File: src/rtl/ubsc_pkg.sv
// Shared types and codes for the unbiased box shrink and classify unit.
package ubsc_pkg;

   // Input function codes as they arrive on req_func
   localparam logic [1:0] FUNC_START    = 2'd0;
   localparam logic [1:0] FUNC_SHRINK   = 2'd1;
   localparam logic [1:0] FUNC_CLASSIFY = 2'd2;

   // Decoded operations handed from the front to the back
   localparam logic [1:0] OP_NONE     = 2'd0;
   localparam logic [1:0] OP_START    = 2'd1;
   localparam logic [1:0] OP_SHRINK   = 2'd2;
   localparam logic [1:0] OP_CLASSIFY = 2'd3;

   // Register indexes (byte address is 4 times the index)
   localparam logic [1:0] REG_EXTENT_X   = 2'd0;
   localparam logic [1:0] REG_EXTENT_Y   = 2'd1;
   localparam logic [1:0] REG_EXTENT_Z   = 2'd2;
   localparam logic [1:0] REG_PLANE_MODE = 2'd3;

   localparam int FACE_COUNT    = 6;
   localparam int FACE_IDX_BITS = 3;
   localparam int AXIS_COUNT    = 3;

   typedef struct packed {
      logic [1:0]  op;
      logic [31:0] coord_x;
      logic [31:0] coord_y;
      logic [31:0] coord_z;
   } cmd_type;

   typedef struct packed {
      logic                     biased;
      logic                     face_moved;
      logic [FACE_IDX_BITS-1:0] moved_face;
   } rsp_type;

   typedef struct packed {
      logic [31:0] extent_x;
      logic [31:0] extent_y;
      logic [31:0] extent_z;
      logic        plane_mode;
   } cfg_type;

endpackage

File: src/rtl/ubsc_queue.sv
// Two-entry word queue with push/full and pop/empty sides.
module ubsc_queue #(
   parameter int WIDTH = 8
) (
   input  logic             clock,
   input  logic             reset,
   input  logic             push,
   input  logic [WIDTH-1:0] push_data,
   output logic             full,
   input  logic             pop,
   output logic [WIDTH-1:0] pop_data,
   output logic             empty
);

   localparam int DEPTH     = 2;
   localparam int PTR_BITS  = $clog2(DEPTH);
   localparam int CNT_BITS  = $clog2(DEPTH + 1);

   logic [WIDTH-1:0]    mem_ff [DEPTH];
   logic [PTR_BITS-1:0] wr_ptr_ff, wr_ptr_in;
   logic [PTR_BITS-1:0] rd_ptr_ff, rd_ptr_in;
   logic [CNT_BITS-1:0] count_ff, count_in;
   logic                do_push, do_pop;

   assign full     = (count_ff == CNT_BITS'(DEPTH));
   assign empty    = (count_ff == '0);
   assign do_push  = push && !full;
   assign do_pop   = pop && !empty;
   assign pop_data = mem_ff[rd_ptr_ff];

   always_comb begin
      wr_ptr_in = do_push ? wr_ptr_ff + PTR_BITS'(1) : wr_ptr_ff;
      rd_ptr_in = do_pop ? rd_ptr_ff + PTR_BITS'(1) : rd_ptr_ff;
      count_in  = count_ff;
      if (do_push && !do_pop) begin
         count_in = count_ff + CNT_BITS'(1);
      end else if (do_pop && !do_push) begin
         count_in = count_ff - CNT_BITS'(1);
      end
   end

   always_ff @(posedge clock) begin
      if (reset) begin
         wr_ptr_ff <= '0;
         rd_ptr_ff <= '0;
         count_ff  <= '0;
      end else begin
         wr_ptr_ff <= wr_ptr_in;
         rd_ptr_ff <= rd_ptr_in;
         count_ff  <= count_in;
      end
   end

   always_ff @(posedge clock) begin
      if (do_push) begin
         mem_ff[wr_ptr_ff] <= push_data;
      end
   end

endmodule

File: src/rtl/ubsc_front.sv
// Front end: decode each incoming word into an operation and queue it.
module ubsc_front (
   input  logic                 clock,
   input  logic                 reset,
   input  logic                 req_push,
   output logic                 req_full,
   input  logic [1:0]           req_func,
   input  logic [31:0]          req_coord_x,
   input  logic [31:0]          req_coord_y,
   input  logic [31:0]          req_coord_z,
   input  logic                 req_surface_grain,
   input  logic                 cmd_pop,
   output ubsc_pkg::cmd_type    cmd_data,
   output logic                 cmd_empty
);

   ubsc_pkg::cmd_type cmd_dec;

   // A shrink without the surface flag behaves like the unused code: no effect.
   always_comb begin
      cmd_dec.coord_x = req_coord_x;
      cmd_dec.coord_y = req_coord_y;
      cmd_dec.coord_z = req_coord_z;
      case (req_func)
         ubsc_pkg::FUNC_START: begin
            cmd_dec.op = ubsc_pkg::OP_START;
         end
         ubsc_pkg::FUNC_SHRINK: begin
            cmd_dec.op = req_surface_grain ? ubsc_pkg::OP_SHRINK : ubsc_pkg::OP_NONE;
         end
         ubsc_pkg::FUNC_CLASSIFY: begin
            cmd_dec.op = ubsc_pkg::OP_CLASSIFY;
         end
         default: begin
            cmd_dec.op = ubsc_pkg::OP_NONE;
         end
      endcase
   end

   ubsc_queue #(
      .WIDTH($bits(ubsc_pkg::cmd_type))
   ) u_cmd_queue (
      .clock     (clock),
      .reset     (reset),
      .push      (req_push),
      .push_data (cmd_dec),
      .full      (req_full),
      .pop       (cmd_pop),
      .pop_data  (cmd_data),
      .empty     (cmd_empty)
   );

endmodule

File: src/rtl/ubsc_back.sv
// Back end: hold the box faces, execute one operation per cycle while the result queue has room, queue results.
module ubsc_back #(
   parameter int COORD_BITS = 32
) (
   input  logic                 clock,
   input  logic                 reset,
   input  ubsc_pkg::cfg_type    cfg,
   input  ubsc_pkg::cmd_type    cmd_data,
   input  logic                 cmd_empty,
   output logic                 cmd_pop,
   output ubsc_pkg::rsp_type    rsp_data,
   output logic                 rsp_empty,
   input  logic                 rsp_pop
);

   localparam int W = COORD_BITS;
   localparam int FIDX = ubsc_pkg::FACE_IDX_BITS;

   logic [W-1:0]  face_ff [ubsc_pkg::FACE_COUNT];
   logic [W-1:0]  face_in [ubsc_pkg::FACE_COUNT];
   logic [W-1:0]  axis_c  [ubsc_pkg::AXIS_COUNT];
   logic [W-1:0]  gap     [ubsc_pkg::FACE_COUNT];
   logic [ubsc_pkg::FACE_COUNT-1:0] active, ok;
   logic          in_box;
   logic          rsp_full;
   logic          exec;
   logic [FIDX-1:0] pair_idx  [ubsc_pkg::AXIS_COUNT];
   logic [W-1:0]    pair_dist [ubsc_pkg::AXIS_COUNT];
   logic [FIDX-1:0] xy_idx, best_idx;
   logic [W-1:0]    xy_dist;
   ubsc_pkg::rsp_type rsp_in;

   assign exec    = !cmd_empty && !rsp_full;
   assign cmd_pop = exec;

   assign axis_c[0] = W'(cmd_data.coord_x);
   assign axis_c[1] = W'(cmd_data.coord_y);
   assign axis_c[2] = W'(cmd_data.coord_z);

   // Per-face test and distance; even faces are min faces, odd are max faces.
   always_comb begin
      for (int f = 0; f < ubsc_pkg::FACE_COUNT; f++) begin
         active[f] = (f < 4) || !cfg.plane_mode;
         if ((f % 2) == 0) begin
            ok[f]  = axis_c[f >> 1] > face_ff[f];
            gap[f] = axis_c[f >> 1] - face_ff[f];
         end else begin
            ok[f]  = axis_c[f >> 1] < face_ff[f];
            gap[f] = face_ff[f] - axis_c[f >> 1];
         end
      end
      in_box = &(ok | ~active);
   end

   // Nearest face; the lower index keeps the lead on a tie.
   always_comb begin
      for (int a = 0; a < ubsc_pkg::AXIS_COUNT; a++) begin
         if (gap[2*a+1] < gap[2*a]) begin
            pair_idx[a]  = FIDX'(2*a+1);
            pair_dist[a] = gap[2*a+1];
         end else begin
            pair_idx[a]  = FIDX'(2*a);
            pair_dist[a] = gap[2*a];
         end
      end
      if (pair_dist[1] < pair_dist[0]) begin
         xy_idx  = pair_idx[1];
         xy_dist = pair_dist[1];
      end else begin
         xy_idx  = pair_idx[0];
         xy_dist = pair_dist[0];
      end
      best_idx = (!cfg.plane_mode && (pair_dist[2] < xy_dist)) ? pair_idx[2] : xy_idx;
   end

   always_comb begin
      for (int f = 0; f < ubsc_pkg::FACE_COUNT; f++) begin
         face_in[f] = face_ff[f];
      end
      rsp_in = '0;
      case (cmd_data.op)
         ubsc_pkg::OP_START: begin
            face_in[0] = '0;
            face_in[1] = W'(cfg.extent_x);
            face_in[2] = '0;
            face_in[3] = W'(cfg.extent_y);
            face_in[4] = '0;
            face_in[5] = W'(cfg.extent_z);
         end
         ubsc_pkg::OP_SHRINK: begin
            if (in_box) begin
               for (int f = 0; f < ubsc_pkg::FACE_COUNT; f++) begin
                  if (best_idx == FIDX'(f)) begin
                     face_in[f] = axis_c[f >> 1];
                  end
               end
               rsp_in.face_moved = 1'b1;
               rsp_in.moved_face = best_idx;
            end
         end
         ubsc_pkg::OP_CLASSIFY: begin
            rsp_in.biased = !in_box;
         end
         default: begin
            rsp_in = '0;
         end
      endcase
   end

   always_ff @(posedge clock) begin
      if (reset) begin
         for (int f = 0; f < ubsc_pkg::FACE_COUNT; f++) begin
            face_ff[f] <= '0;
         end
      end else if (exec) begin
         for (int f = 0; f < ubsc_pkg::FACE_COUNT; f++) begin
            face_ff[f] <= face_in[f];
         end
      end
   end

   ubsc_queue #(
      .WIDTH($bits(ubsc_pkg::rsp_type))
   ) u_rsp_queue (
      .clock     (clock),
      .reset     (reset),
      .push      (exec),
      .push_data (rsp_in),
      .full      (rsp_full),
      .pop       (rsp_pop),
      .pop_data  (rsp_data),
      .empty     (rsp_empty)
   );

endmodule

File: src/rtl/unbiased_box_shrink_classify_unit.sv
// Top level of the unbiased box shrink and classify unit.
//
// The unit keeps an axis-aligned box of six face positions (xmin, xmax, ymin,
// ymax, zmin, zmax) in unsigned Q16.16 and takes one word per clock while
// req_full is low. A start word loads the box to 0..extent on each axis from
// the csr extent registers. A shrink word with surface_grain set moves the
// face nearest the centroid onto it, but only when the centroid is strictly
// inside every active face; ties go to the lowest face index. A classify word
// reports biased when the centroid sits on or outside any active face. With
// plane_mode set the z faces are still loaded but take no part in shrinking or
// classifying. Every word gives exactly one result word. Throughput is one
// word per clock while the result queue has room, as the face compare and
// nearest-face select in the back end are combinational. The back end
// executes a word straight out of the two-entry command queue and writes its
// result into the two-entry result queue. Both sides stall on their own:
// req_full rises only when the command queue holds two words, rsp_empty falls
// as soon as a result is queued. Change the csr registers only while no words
// are in flight.
module unbiased_box_shrink_classify_unit #(
   parameter int COORD_BITS = 32
) (
   input  logic        clock,
   input  logic        reset,
   // input word channel
   input  logic        req_push,
   output logic        req_full,
   input  logic [1:0]  req_func,
   input  logic [31:0] req_coord_x,
   input  logic [31:0] req_coord_y,
   input  logic [31:0] req_coord_z,
   input  logic        req_surface_grain,
   // result word channel
   output logic        rsp_empty,
   input  logic        rsp_pop,
   output logic        rsp_biased,
   output logic        rsp_face_moved,
   output logic [2:0]  rsp_moved_face,
   // register port
   input  logic        csr_psel,
   input  logic        csr_penable,
   input  logic        csr_pwrite,
   input  logic [3:0]  csr_paddr,
   input  logic [31:0] csr_pwdata,
   output logic [31:0] csr_prdata,
   output logic        csr_pready
);

   ubsc_pkg::cmd_type cmd_data;
   ubsc_pkg::rsp_type rsp_data;
   ubsc_pkg::cfg_type cfg;
   logic              cmd_pop, cmd_empty;

   // Register file: extents and plane mode
   logic [31:0] extent_x_ff, extent_x_in;
   logic [31:0] extent_y_ff, extent_y_in;
   logic [31:0] extent_z_ff, extent_z_in;
   logic        plane_mode_ff, plane_mode_in;
   logic        csr_wr;
   logic [1:0]  csr_idx;

   // No wait states on the register port
   assign csr_pready = 1'b1;
   assign csr_wr     = csr_psel && csr_penable && csr_pwrite && csr_pready;
   assign csr_idx    = csr_paddr[3:2];

   always_comb begin
      extent_x_in   = extent_x_ff;
      extent_y_in   = extent_y_ff;
      extent_z_in   = extent_z_ff;
      plane_mode_in = plane_mode_ff;
      if (csr_wr) begin
         case (csr_idx)
            ubsc_pkg::REG_EXTENT_X:   extent_x_in   = csr_pwdata;
            ubsc_pkg::REG_EXTENT_Y:   extent_y_in   = csr_pwdata;
            ubsc_pkg::REG_EXTENT_Z:   extent_z_in   = csr_pwdata;
            ubsc_pkg::REG_PLANE_MODE: plane_mode_in = csr_pwdata[0];
            default:                  plane_mode_in = plane_mode_ff;
         endcase
      end
   end

   always_ff @(posedge clock) begin
      if (reset) begin
         extent_x_ff   <= '0;
         extent_y_ff   <= '0;
         extent_z_ff   <= '0;
         plane_mode_ff <= 1'b0;
      end else begin
         extent_x_ff   <= extent_x_in;
         extent_y_ff   <= extent_y_in;
         extent_z_ff   <= extent_z_in;
         plane_mode_ff <= plane_mode_in;
      end
   end

   // Read back the addressed register
   always_comb begin
      case (csr_idx)
         ubsc_pkg::REG_EXTENT_X:   csr_prdata = extent_x_ff;
         ubsc_pkg::REG_EXTENT_Y:   csr_prdata = extent_y_ff;
         ubsc_pkg::REG_EXTENT_Z:   csr_prdata = extent_z_ff;
         ubsc_pkg::REG_PLANE_MODE: csr_prdata = {31'd0, plane_mode_ff};
         default:                  csr_prdata = '0;
      endcase
   end

   assign cfg.extent_x   = extent_x_ff;
   assign cfg.extent_y   = extent_y_ff;
   assign cfg.extent_z   = extent_z_ff;
   assign cfg.plane_mode = plane_mode_ff;

   // Front: decode and queue incoming words
   ubsc_front u_front (
      .clock             (clock),
      .reset             (reset),
      .req_push          (req_push),
      .req_full          (req_full),
      .req_func          (req_func),
      .req_coord_x       (req_coord_x),
      .req_coord_y       (req_coord_y),
      .req_coord_z       (req_coord_z),
      .req_surface_grain (req_surface_grain),
      .cmd_pop           (cmd_pop),
      .cmd_data          (cmd_data),
      .cmd_empty         (cmd_empty)
   );

   // Back: update the box and produce result words
   ubsc_back #(
      .COORD_BITS(COORD_BITS)
   ) u_back (
      .clock     (clock),
      .reset     (reset),
      .cfg       (cfg),
      .cmd_data  (cmd_data),
      .cmd_empty (cmd_empty),
      .cmd_pop   (cmd_pop),
      .rsp_data  (rsp_data),
      .rsp_empty (rsp_empty),
      .rsp_pop   (rsp_pop)
   );

   assign rsp_biased     = rsp_data.biased;
   assign rsp_face_moved = rsp_data.face_moved;
   assign rsp_moved_face = rsp_data.moved_face;

endmodule
File: config.mk
export PLATFORM = sky130hd
export DESIGN_NAME = unbiased_box_shrink_classify_unit
export DESIGN_NICKNAME = d
export VERILOG_FILES = /design/src/rtl/ubsc_pkg.sv /design/src/rtl/ubsc_queue.sv /design/src/rtl/ubsc_front.sv /design/src/rtl/ubsc_back.sv /design/src/rtl/unbiased_box_shrink_classify_unit.sv
export SDC_FILE = /design/constraint.sdc
export NUM_CORES = 2
export LEC_CHECK = 0
export ABC_CLOCK_PERIOD_IN_PS = 33800
export BUFFER_PORTS_ARGS = -buffer_cell sky130_fd_sc_hd__buf_2
export CORE_ASPECT_RATIO = 2
export CORE_MARGIN = 5
export CORE_UTILIZATION = 60
export DETAILED_ROUTE_END_ITERATION = 8
export GPL_ROUTABILITY_DRIVEN = 0
export PLACE_DENSITY = 0.85
export SYNTH_ARGS = -nofsm -noshare
export SYNTH_HDL_FRONTEND = slang
export SYNTH_SLANG_ARGS = --single-unit
File: constraint.sdc
create_clock -name clock -period 33.8 [get_ports clock]
set_input_delay 5.07 -clock clock [delete_from_list [all_inputs] [get_ports clock]]
set_output_delay 5.07 -clock clock [all_outputs]
set_load 0.02 [all_outputs]
==> summary.md <==
| Metric | Value |
|---|---|
| Hold-fix buffers, CTS | `0` |
| Final Util | `0.660` |
| Setup crit end kind | `register` |
| Area of the mapped netlist | `0.0343 sq mm` |
| Seq cells post-synth | `505` |
| Core area | `0.0569 sq mm` |
| Row Count | `124` |
| Reg2reg path depth | `46` |
| Ys Warns | `0` |
| Maximum clock rate | `63.7 MHz` |
| GRT Util Overall | `0.315` |
| FF-to-FF End | `u_back.face_ff[0][87]` |
| Share of layout cells above drive strength 1 | `0.0955` |
| Die H | `348 um` |
| Final Skew | `0.0361 ns` |
| CP max-delay cell | `o31ai_1` |
| Layout Cells excl Fill | `4513` |
| Area growth syn-to-layout | `9.63%` |
| Syn_nets | `4075` |
| Ys flop type | `edfxtp_1` |
| DPL Wire Length | `77.0 mm` |
| Crit Path Max Fanout | `43` |
| Initial Util | `0.602` |
| FF-to-FF setup slack | `18.09 ns` |
| Min-delay src | `extent_y_ff[29]` |
| Routed WL per cell | `22.2 um` |
| Largest area contributor in the netlist | `edfxtp_1` |
| PostCTS Resize Cnt | `0` |
| Sequential area share after synthesis | `0.411` |
| Pins over their slew limit | `0` |
| CP bufs+invs | `8` |
| Num CTS Buffers | `45` |
| Min-Delay Endpoint | `extent_y_ff[29]` |
| # fillers | `4414` |
| Clock Sinks | `505` |
| Largest net degree at the start of global routing | `76` |
| Setup Slack @ Placement | `18.44 ns` |
| Clk slew on worst S/H paths | `0.07 ns` |
| Final setup viols | `0` |
| Routed via count | `28500` |
| Mean Syn Cell Area | `9.58 sq um` |
| Asr flop ratio synth | `0` |
| I/O pin total | `182` |
| Layout net count | `4211` |
| Root Driver | `clkbuf_16` |
| Die X | `179 um` |
| Worst Tran Pin Value | `1.16 ns` |
| Ratio of final minimum period to clock period | `0.465` |
| RSZ-0062 raised after global routing | `false` |
| Number of synthesized flops with an enable pin | `398` |
| Via density | `6.32` |
| Share of the synthesized area in the top cell type | `0.349` |
| Hold path depth | `2` |
| DRT iter0 DRCs | `2439` |
| Result of the run | `finished, final reports clean` |
| Max-cap violation count | `0` |
| Post-DRT Antenna Nets | `0` |
| Endpoints failing hold | `0` |
| H-tree Lvls | `2` |
| Number of global-route vias before repair | `28900` |
| Total negative slack | `0 ns` |
| CP top delay family | `compound AO/OA/AOI/OAI gates` |
| Die area | `0.0623 sq mm` |
| Worst path most repeated cell | `inv_1` |
| Clock Path Buffers | `3` |
| Placed cells | `4422` |
| Grt total ovfl | `0` |
| Global-route wire length before repair | `151 mm` |
| Max transition margin | `0.218` |
| IO Port Bufs | `178` |
| Final Worst Setup Slack | `18.09 ns` |
| TritonCTS clock tree | `built` |
| Critical Path RT | `34.04 ns` |
| Post-Synthesis Cells | `3577` |
| Top cells by area, synth | `edfxtp_1 (35%), ha_1 (13%), dfxtp_1 (6.3%), mux2i_1 (4.6%), a21oi_1 (4.4%)` |
| Routed wire length | `100 mm` |
| Crit path largest cell delay | `0.74 ns` |
| Startpoint Class | `register` |
| Setup CP Type | `reg2reg` |
| Hold crit path type | `reg2reg` |
| DRC viols | `0` |
| Tmin final | `15.71 ns` |
| Clk_lat worst skew | `0.61 ns` |
| Pre-antenna DRT Iters | `9` |
| Setup Buffers After CTS | `0` |
| WP data arrival | `15.95 ns` |
| Yosys cell types | `89` |
| Initial antenna violation count | `12` |
how the worst max path moves through the flow:
stage | cells after the start | startpoint | slack, ns | end
2_1_floorplan | 48 | register | 19.36 | u_back.face_ff[0][0]
3_3_place_gp | 46 | register | 18.43 | u_back.face_ff[0][94]
3_5_place_dp | 46 | register | 18.44 | u_back.face_ff[0][94]
4_1_cts | 46 | register | 18.37 | u_back.face_ff[0][87]
5_1_grt | 47 | register | 17.48 | u_back.face_ff[0][87]
6_report | 46 | register | 18.09 | u_back.face_ff[0][87]
through the flow:
step	area, sq um	hold WS (ns)
after floorplan	34300	0.447
after global placement	36000	0.458
after detailed placement	36000	0.463
after CTS	37500	0.473
after global routing	37600	0.491
final	37600	0.475
worst min-delay path, cell delays in order, from the launching register on:
cell and delay, ns:
dfxtp_1 0.32, nand2_1 0.05, a21oi_1 0.05
layout make-up:
class,instances,area [sq um],share of cell area
Antenna cell,7,17.5,0.000466
Clock buffer,57,1270,0.0339
Clock inverter,27,307,0.00816
Inverter,316,1190,0.0316
Multi-Input combinational cell,2638,18600,0.496
Sequential cell,505,14100,0.375
Tap cell,756,946,0.0252
Timing Repair Buffer,207,1110,0.0296
state kept, by name, summed over array words and instances (netlist names), named ones only:
register                       flops
extent_x_ff                       32
extent_y_ff                       32
extent_z_ff                       32
plane_mode_ff                      1
u_back.face_ff                   192
u_back.u_rsp_queue.count_ff        2
u_back.u_rsp_queue.mem_ff         10
u_back.u_rsp_queue.rd_ptr_ff       1
u_back.u_rsp_queue.wr_ptr_ff       1
u_front.u_cmd_queue.count_ff       2
u_front.u_cmd_queue.mem_ff       196
u_front.u_cmd_queue.rd_ptr_ff      1
u_front.u_cmd_queue.wr_ptr_ff      1
cells in the final DEF, fill, tap and decap left out, types with 42 or more instances in the layout:
master | Yosys | layout
a21o_1 | 180 | 180
a21oi_1 | 299 | 299
buf_2 | 12 | 177
clkbuf_16 | 0 | 48
dfxtp_1 | 107 | 106
edfxtp_1 | 398 | 398
ha_1 | 350 | 350
inv_1 | 315 | 315
mux2i_1 | 158 | 158
nand2_1 | 388 | 387
nand3_1 | 61 | 61
nand4_1 | 48 | 48
nor2_1 | 234 | 233
nor3_1 | 45 | 42
o21a_1 | 60 | 60
o21ai_0 | 174 | 174
xnor2_1 | 96 | 96
xor2_1 | 67 | 67
kinds of logic after synthesis:
family | Yosys count | share of synthesized area
buf+inv | 434 | 0.0481
mux | 183 | 0.0547
other cells | 1 | 0.000109
fa+ha+maj | 356 | 0.131
compound gates | 984 | 0.186
flops | 505 | 0.411
simple gates | 951 | 0.127
xor+xnor | 163 | 0.0417
Yosys cell counts, types with 9 or more instances:
cell	n
a2111oi_0	10
a211oi_1	26
a21boi_0	14
a21o_1	180
a21oi_1	299
a31oi_1	26
and2_1	13
and3_1	18
and4_1	9
buf_1	14
buf_2	12
clkbuf_1	91
dfxtp_1	107
edfxtp_1	398
ha_1	350
inv_1	315
mux2_2	23
mux2i_1	158
nand2_1	388
nand2b_1	27
nand3_1	61
nand4_1	48
nor2_1	234
nor2b_1	29
nor3_1	45
nor3b_1	11
nor4_1	13
o211a_1	10
o211ai_1	15
o21a_1	60
o21ai_0	174
o21bai_1	38
o22ai_1	10
o31a_1	10
o31ai_1	17
or2_2	12
or3_1	22
xnor2_1	96
xor2_1	67
layer usage:
layer  routed length (um)  up-vias  track usage
met5                   27        -            0
met4                10800        4        0.280
met3                 6690      519       0.0461
met2                49700     1367        0.553
met1                32900    13400        0.317
li1                     -    13300            -
Power is not shown: default switching activity piles up to over one toggle a cycle in this logic, so the estimate is an artifact.
